`config.mk`:
```
export PLATFORM = sky130hd
export DESIGN_NAME = smvmm_ctrl
export DESIGN_NICKNAME = d
export VERILOG_FILES = /design/src/hw/rtl/smvmm_pkg.sv /design/src/hw/rtl/smvmm_ctrl.sv
export SDC_FILE = /design/constraint.sdc
export NUM_CORES = 1
export LEC_CHECK = 0
export BUFFER_PORTS_ARGS = -buffer_cell sky130_fd_sc_hd__buf_2
export CORE_AREA = 2 2 39 41
export CTS_CLUSTER_DIAMETER = 40
export DETAILED_ROUTE_END_ITERATION = 6
export DIE_AREA = 0 0 41 43
export PLACE_DENSITY = 0.66
export SYNTH_ARGS = -nofsm -noshare
export SYNTH_HDL_FRONTEND = slang
export SYNTH_SLANG_ARGS = --single-unit
```
`constraint.sdc`:
```
create_clock -name clk -period 3.78 [get_ports clk]
set_clock_uncertainty 0.05 [all_clocks]
set_input_delay 0.756 -clock clk [delete_from_list [all_inputs] [get_ports clk]]
set_output_delay 0.756 -clock clk [all_outputs]
set_load 0.1 [all_outputs]
```
`src/hw/rtl/smvmm_pkg.sv`:
```
// ----------------------------------------------------------------------------
// Sample statistics package
// Widths, depth and control types shared by the sample statistics block.
// ----------------------------------------------------------------------------
package smvmm_pkg;

    localparam int MAX_SAMPLES = 1024;
    localparam int SAMPLE_W    = 32;
    localparam int ADDR_W      = $clog2(MAX_SAMPLES);
    localparam int CNT_W       = $clog2(MAX_SAMPLES + 1);
    localparam int SUM_W       = SAMPLE_W + ADDR_W;
    localparam int VAR_W       = 64;
    localparam int ITER_W      = $clog2(VAR_W + 1);

    // Controller to datapath commands
    typedef struct packed {
        logic take;       // sample transfer this cycle
        logic div_start;  // launch divider
        logic div_var;    // divider works on variance sum
        logic mean_load;  // capture mean, prepare variance pass
        logic pass_run;   // stream stored samples
        logic load_out;   // capture result, clear run
    } ctrl_cmd_t;

    // Datapath to controller status
    typedef struct packed {
        logic div_done;
        logic pass_done;
        logic out_free;
    } ctrl_sts_t;

endpackage

```
`src/hw/rtl/smvmm_ctrl.sv`:
```
// ----------------------------------------------------------------------------
// Sample statistics controller
// Sequences sample loading, mean division, variance pass and result capture.
// ----------------------------------------------------------------------------
module smvmm_ctrl
(
    input  logic                   clk,
    input  logic                   rst_n,
    input  logic                   in_valid,
    input  logic                   in_last,
    output logic                   in_ready,
    output smvmm_pkg::ctrl_cmd_t   cmd,
    input  smvmm_pkg::ctrl_sts_t   sts
);

    typedef enum logic [6:0] {
        ST_LOAD   = 7'b0000001,
        ST_MSTART = 7'b0000010,
        ST_MWAIT  = 7'b0000100,
        ST_PASS   = 7'b0001000,
        ST_VSTART = 7'b0010000,
        ST_VWAIT  = 7'b0100000,
        ST_EMIT   = 7'b1000000
    } state_t;

    state_t state_reg, state_next;

    // Next state and commands
    always_comb
    begin
        state_next = state_reg;
        cmd        = '0;
        in_ready   = 1'b0;
        unique case (state_reg)
            ST_LOAD:
            begin
                in_ready = 1'b1;
                cmd.take = in_valid;
                if (in_valid && in_last)
                    state_next = ST_MSTART;
            end
            ST_MSTART:
            begin
                cmd.div_start = 1'b1;
                state_next    = ST_MWAIT;
            end
            ST_MWAIT:
            begin
                if (sts.div_done)
                begin
                    cmd.mean_load = 1'b1;
                    state_next    = ST_PASS;
                end
            end
            ST_PASS:
            begin
                cmd.pass_run = 1'b1;
                if (sts.pass_done)
                    state_next = ST_VSTART;
            end
            ST_VSTART:
            begin
                cmd.div_start = 1'b1;
                cmd.div_var   = 1'b1;
                state_next    = ST_VWAIT;
            end
            ST_VWAIT:
            begin
                if (sts.div_done)
                    state_next = ST_EMIT;
            end
            ST_EMIT:
            begin
                if (sts.out_free)
                begin
                    cmd.load_out = 1'b1;
                    state_next   = ST_LOAD;
                end
            end
            default:
            begin
                state_next = ST_LOAD;
            end
        endcase
    end

    always_ff @(posedge clk or negedge rst_n)
    begin
        if (!rst_n)
            state_reg <= ST_LOAD;
        else
            state_reg <= state_next;
    end

endmodule

```
## Word-level counts from Yosys, hierarchy flattened

Index checks and enable logic that the tools add are counted.

| word-level totals | value |
|---|---|
| register bits | 7 |
| output and inout port bits | 7 |
| logic and storage cells | 31 |
| bits of input ports | 7 |

| cells by class | value |
|---|---|
| multiplexer cells | 15 |
| eq/ne operators | 12 |
| reductions and logical operators | 3 |

Operator list:

| operator | number |
|---|---|
| $pmux 7 s7 | 1 |
| $mux 7 | 5 |
| $ne 2x2->1 const B | 5 |
| $mux 1 | 9 |
| $eq 7x1->1 const B | 1 |
| $eq 7x2->1 const B | 1 |
| $eq 7x3->1 const B | 1 |
| $eq 7x4->1 const B | 1 |
| $eq 7x5->1 const B | 1 |
| $eq 7x6->1 const B | 1 |
| $eq 7x7->1 const B | 1 |
| $reduce_and 5->1 | 1 |
| $reduce_or 2->1 | 1 |
| $logic_and 1x1->1 | 1 |

## Longest topological paths before layout

| logic depth | value |
|---|---|
| word-level depth | 3 |
| mapped depth | 5 |
| depth with buffers taken out | 4 |

## Least setup slack after synthesis

OpenSTA, ideal clock, no wires.

| timing | value |
|---|---|
| path kind | register -> output |
| from | register state_reg[2] |
| to | output port cmd[3] in the netlist's numbering |
| buffers on the path | 0 |
| stages on the path, launching flop included | 3 |
| data arrival time | 4,139 ps |
| required time | 2,974 ps |
| slack | -1,165 ps |
| path through | dfrtp_1 > or4_4 > nor4b_1 |

RTL lines:

| item | line | RTL |
|---|---|---|
| from (decl) | smvmm_ctrl.sv:26 | `state_t state_reg, state_next;` |
| from (signal assigned) | smvmm_ctrl.sv:92 | `state_reg <= state_next;` |
| to (decl) | smvmm_ctrl.sv:12 | `output smvmm_pkg::ctrl_cmd_t cmd,` |

==> results.md <==
- Layout Nets: 74
- Critical path arrival: approximately 2.3 ns
- Leakage: around 0.27 nW
- Proportion of layout cells with a drive suffix above 1: 0.470
- Fill cells: 140
- # DRC: 0
- Routed wire length: around 1.0 mm
- Max VDD drop: roughly 250 uV
- 1st-pass router iterations: 5
- Post-synthesis register bit count: 7
- TritonCTS clock tree: yes
- Syn Nets: just over 60
- Share of power burned in registers: 0.286
- R2R cell count: 4
- Placer Congestion: between 0.8 and 0.9
- Die Footprint: approximately 1800 um2
- Worst-path clk slew: 0.06 ns
- Post-Syn Instances: 54
- Crit path depth: 4
- WP buf/inv: 1
- DPL Wire Length: slightly above 800 um
- Initial cell density of the core: 0.377
- F_max: about 0.32 GHz
- Final Setup Violations: 0
- Final min period: between 3 and 4 ns
- Final-report max-slew violation count: 0
- CTS root buffer: clkbuf_4
- Initial antenna violation count: 0
- Num rows: 14
- Sequential fraction of the synthesis area: 0.338
- Die Wd: roughly 41 um
- Via count: ~450
- Final period util: 0.820
- RSZ-0062 raised after global routing: no
- Yosys warns: 0
- Placed Cells: 78
- Crit-path max FO: 13
- First-pass GRT wire length: ~1.7 mm
- Comb power frac: 0.537
- Slowest CP cell: or4_4
- Yosys cell types: 33
- I/O Buffers: 13
- Max Cap Viol: 0
- Clock sink count: 7
- Final ANT Viol Nets: 0
- # diodes: 0
- Setup TNS: 0 ns
- Critical path endpoint category: output port
- Gr ovfl total: 0
- Fin util: 0.444
- P per Cell Area: approximately 640 nW/um2
- I/O pin cnt: 14
- Final Hold Vio Count: 0
- GRT Overall Usage: 0.144
- CP max stage delay: about 0.6 ns
- Overall power: 394 uW
- CORE AREA: about 1400 um2
- Vias in the first global route: slightly below 400
- CTS Hold Bufs: 0
- Type of the worst setup path: flip-flop to output port
- Worst-Margin Slew: roughly 0.5 ns
- Setup Buffers After CTS: 0
- Switch Pwr: 192 uW
- Clock group share of total power: 0.177
- Status: finished, final reports clean
- Largest net degree at the start of global routing: 14
- Area growth syn-to-layout: 17.7%
- Mapped Area: about 520 um2
- CTS resizes: 0
- Max reg flops: 7
- Die Span Y: 43 um
- Clk Latency, worst-skew pair: between 0.2 and 0.3 ns
- Layout Cells excl Fill: 82
- Worst EP required: a little under 3 ns
- Worst hold path type: primary input to asynchronous set/reset pin
- CP Cell Sequence: or4_4 > nor4b_4 > and2_2 > buf_2
- CTS H-Tree Depth: 1
- Routed vias/inst: about 5.5
- Internal power: 201 uW
- Syn avg cell area: 9.66 um2
- Initial DRC Count: 15
- Rel. slew slack: 0.678
- Drt wl/cell: ~13 um
- Top delay family on crit path: simple AND/OR/NAND/NOR gates
- Longest Clk Path Bufs: 2
- Sw frac: 0.488
- CP Launch Type: flip-flop
- CTS buffer count: 3
-- Yosys cell counts, drive strengths merged --
| library cell | number | area [um2] |
|---|---|---|
| dfrtp | 6 | 150 |
| buf | 5 | 38.8 |
| nor3 | 5 | 25.0 |
| or4 | 4 | 42.5 |
| inv | 3 | 11.3 |
| nand2 | 3 | 11.3 |
| nor4 | 3 | 18.8 |
| a21oi | 2 | 10.0 |
| a31oi | 2 | 12.5 |
| nor2 | 2 | 7.51 |
| nor3b | 2 | 20.0 |
| nor4b | 2 | 32.5 |
| a2111oi | 1 | 15.0 |
| and2 | 1 | 6.26 |
| and3 | 1 | 6.26 |
| dfstp | 1 | 26.3 |
| mux2i | 1 | 10.0 |
| nand2b | 1 | 13.8 |
| nand3 | 1 | 5.00 |
| nand3b | 1 | 7.51 |
| nor2b | 1 | 6.26 |
| o211ai | 1 | 7.51 |
| o21ai | 1 | 5.00 |
| o31ai | 1 | 7.51 |
| or3 | 1 | 7.51 |
| xnor2 | 1 | 8.76 |
| xor2 | 1 | 8.76 |
-- metrics by stage --
step / hold slack, ns / worst slack (ns) / instance area (um2)
after floorplan: 0.410 / 0.108 / 542
after global placement: 0.544 / 0.989 / 588
after detailed placement: 0.547 / 0.946 / 588
after CTS: 0.266 / 0.662 / 614
after global routing: 0.272 / 0.550 / 614
final: 0.267 / 0.680 / 614
-- routing by layer --
| metal | vias up | track usage | wire (um) |
|---|---|---|---|
| li1 | 224 | - | - |
| met1 | 210 | 0.195 | 455 |
| met2 | 16 | 0.203 | 498 |
| met3 | 3 | 0.0314 | 72 |
| met4 | 0 | 0.0800 | 21 |
| met5 | - | 0 | 0 |
-- cell usage in the layout, fill, tap and decap left out, types with 2 or more instances in the layout --
cell | netlist | routed
nor3_1 | 5 | 5
a31oi_1 | 2 | 2
buf_2 | 1 | 13
a21oi_1 | 2 | 2
nand2_1 | 3 | 3
clkbuf_4 | 0 | 3
inv_1 | 2 | 2
or4_4 | 3 | 3
nor4_2 | 0 | 2
dfrtp_1 | 6 | 6
nor2_1 | 2 | 2
-- layout make-up --
class	instances	area, um2	area share
Clock buffer	4	26.3	0.0428
Inverter	3	11.3	0.0183
Multi-Input combinational cell	39	315	0.513
Tap cell	16	20.0	0.0326
Sequential cell	7	176	0.287
Timing Repair Buffer	13	65.1	0.106
-- worst register-to-register path, cell delays in order, from the launching register on --
cell      delay (ns)
dfrtp_1         0.51
or4_4           0.62
nand2b_4        0.17
nor3b_2         0.19
nor2b_1         0.15
-- final timing paths --
check / end / start / slack [ns]
setup / recovery: cmd[5] / state_reg[3]$_DFFE_PN0P_ / 0.68
hold / removal: state_reg[5]$_DFFE_PN0P_ / rst_n / 0.27
min in group clk: state_reg[5]$_DFFE_PN0P_ / state_reg[0]$_DFFE_PN1P_ / 0.61
setup reg to reg: state_reg[4]$_DFFE_PN0P_ / state_reg[5]$_DFFE_PN0P_ / 2.02
max in group asynchronous: state_reg[0]$_DFFE_PN1P_ / rst_n / 3.18
hold reg to reg: state_reg[5]$_DFFE_PN0P_ / state_reg[0]$_DFFE_PN1P_ / 0.61
-- power groups by stage --
stage	Clock, mW	Sequential, mW	Combinational (mW)
after floorplan	0	0.0970	0.205
after global placement	0	0.114	0.211
after detailed placement	0	0.114	0.213
after CTS	0.0734	0.113	0.214
after global routing	0.0797	0.116	0.227
final	0.0698	0.112	0.211
-- cell families (layout without fill, tap and decap cells) --
group,Yosys count,count (layout),share of synthesized area
compound gates,8,8,0.110
xor+xnor,2,2,0.0336
buf+inv,8,20,0.0959
flops,7,7,0.338
mux,1,1,0.0192
simple gates,28,28,0.403
Note: power is estimated with default switching activity, not from simulation.
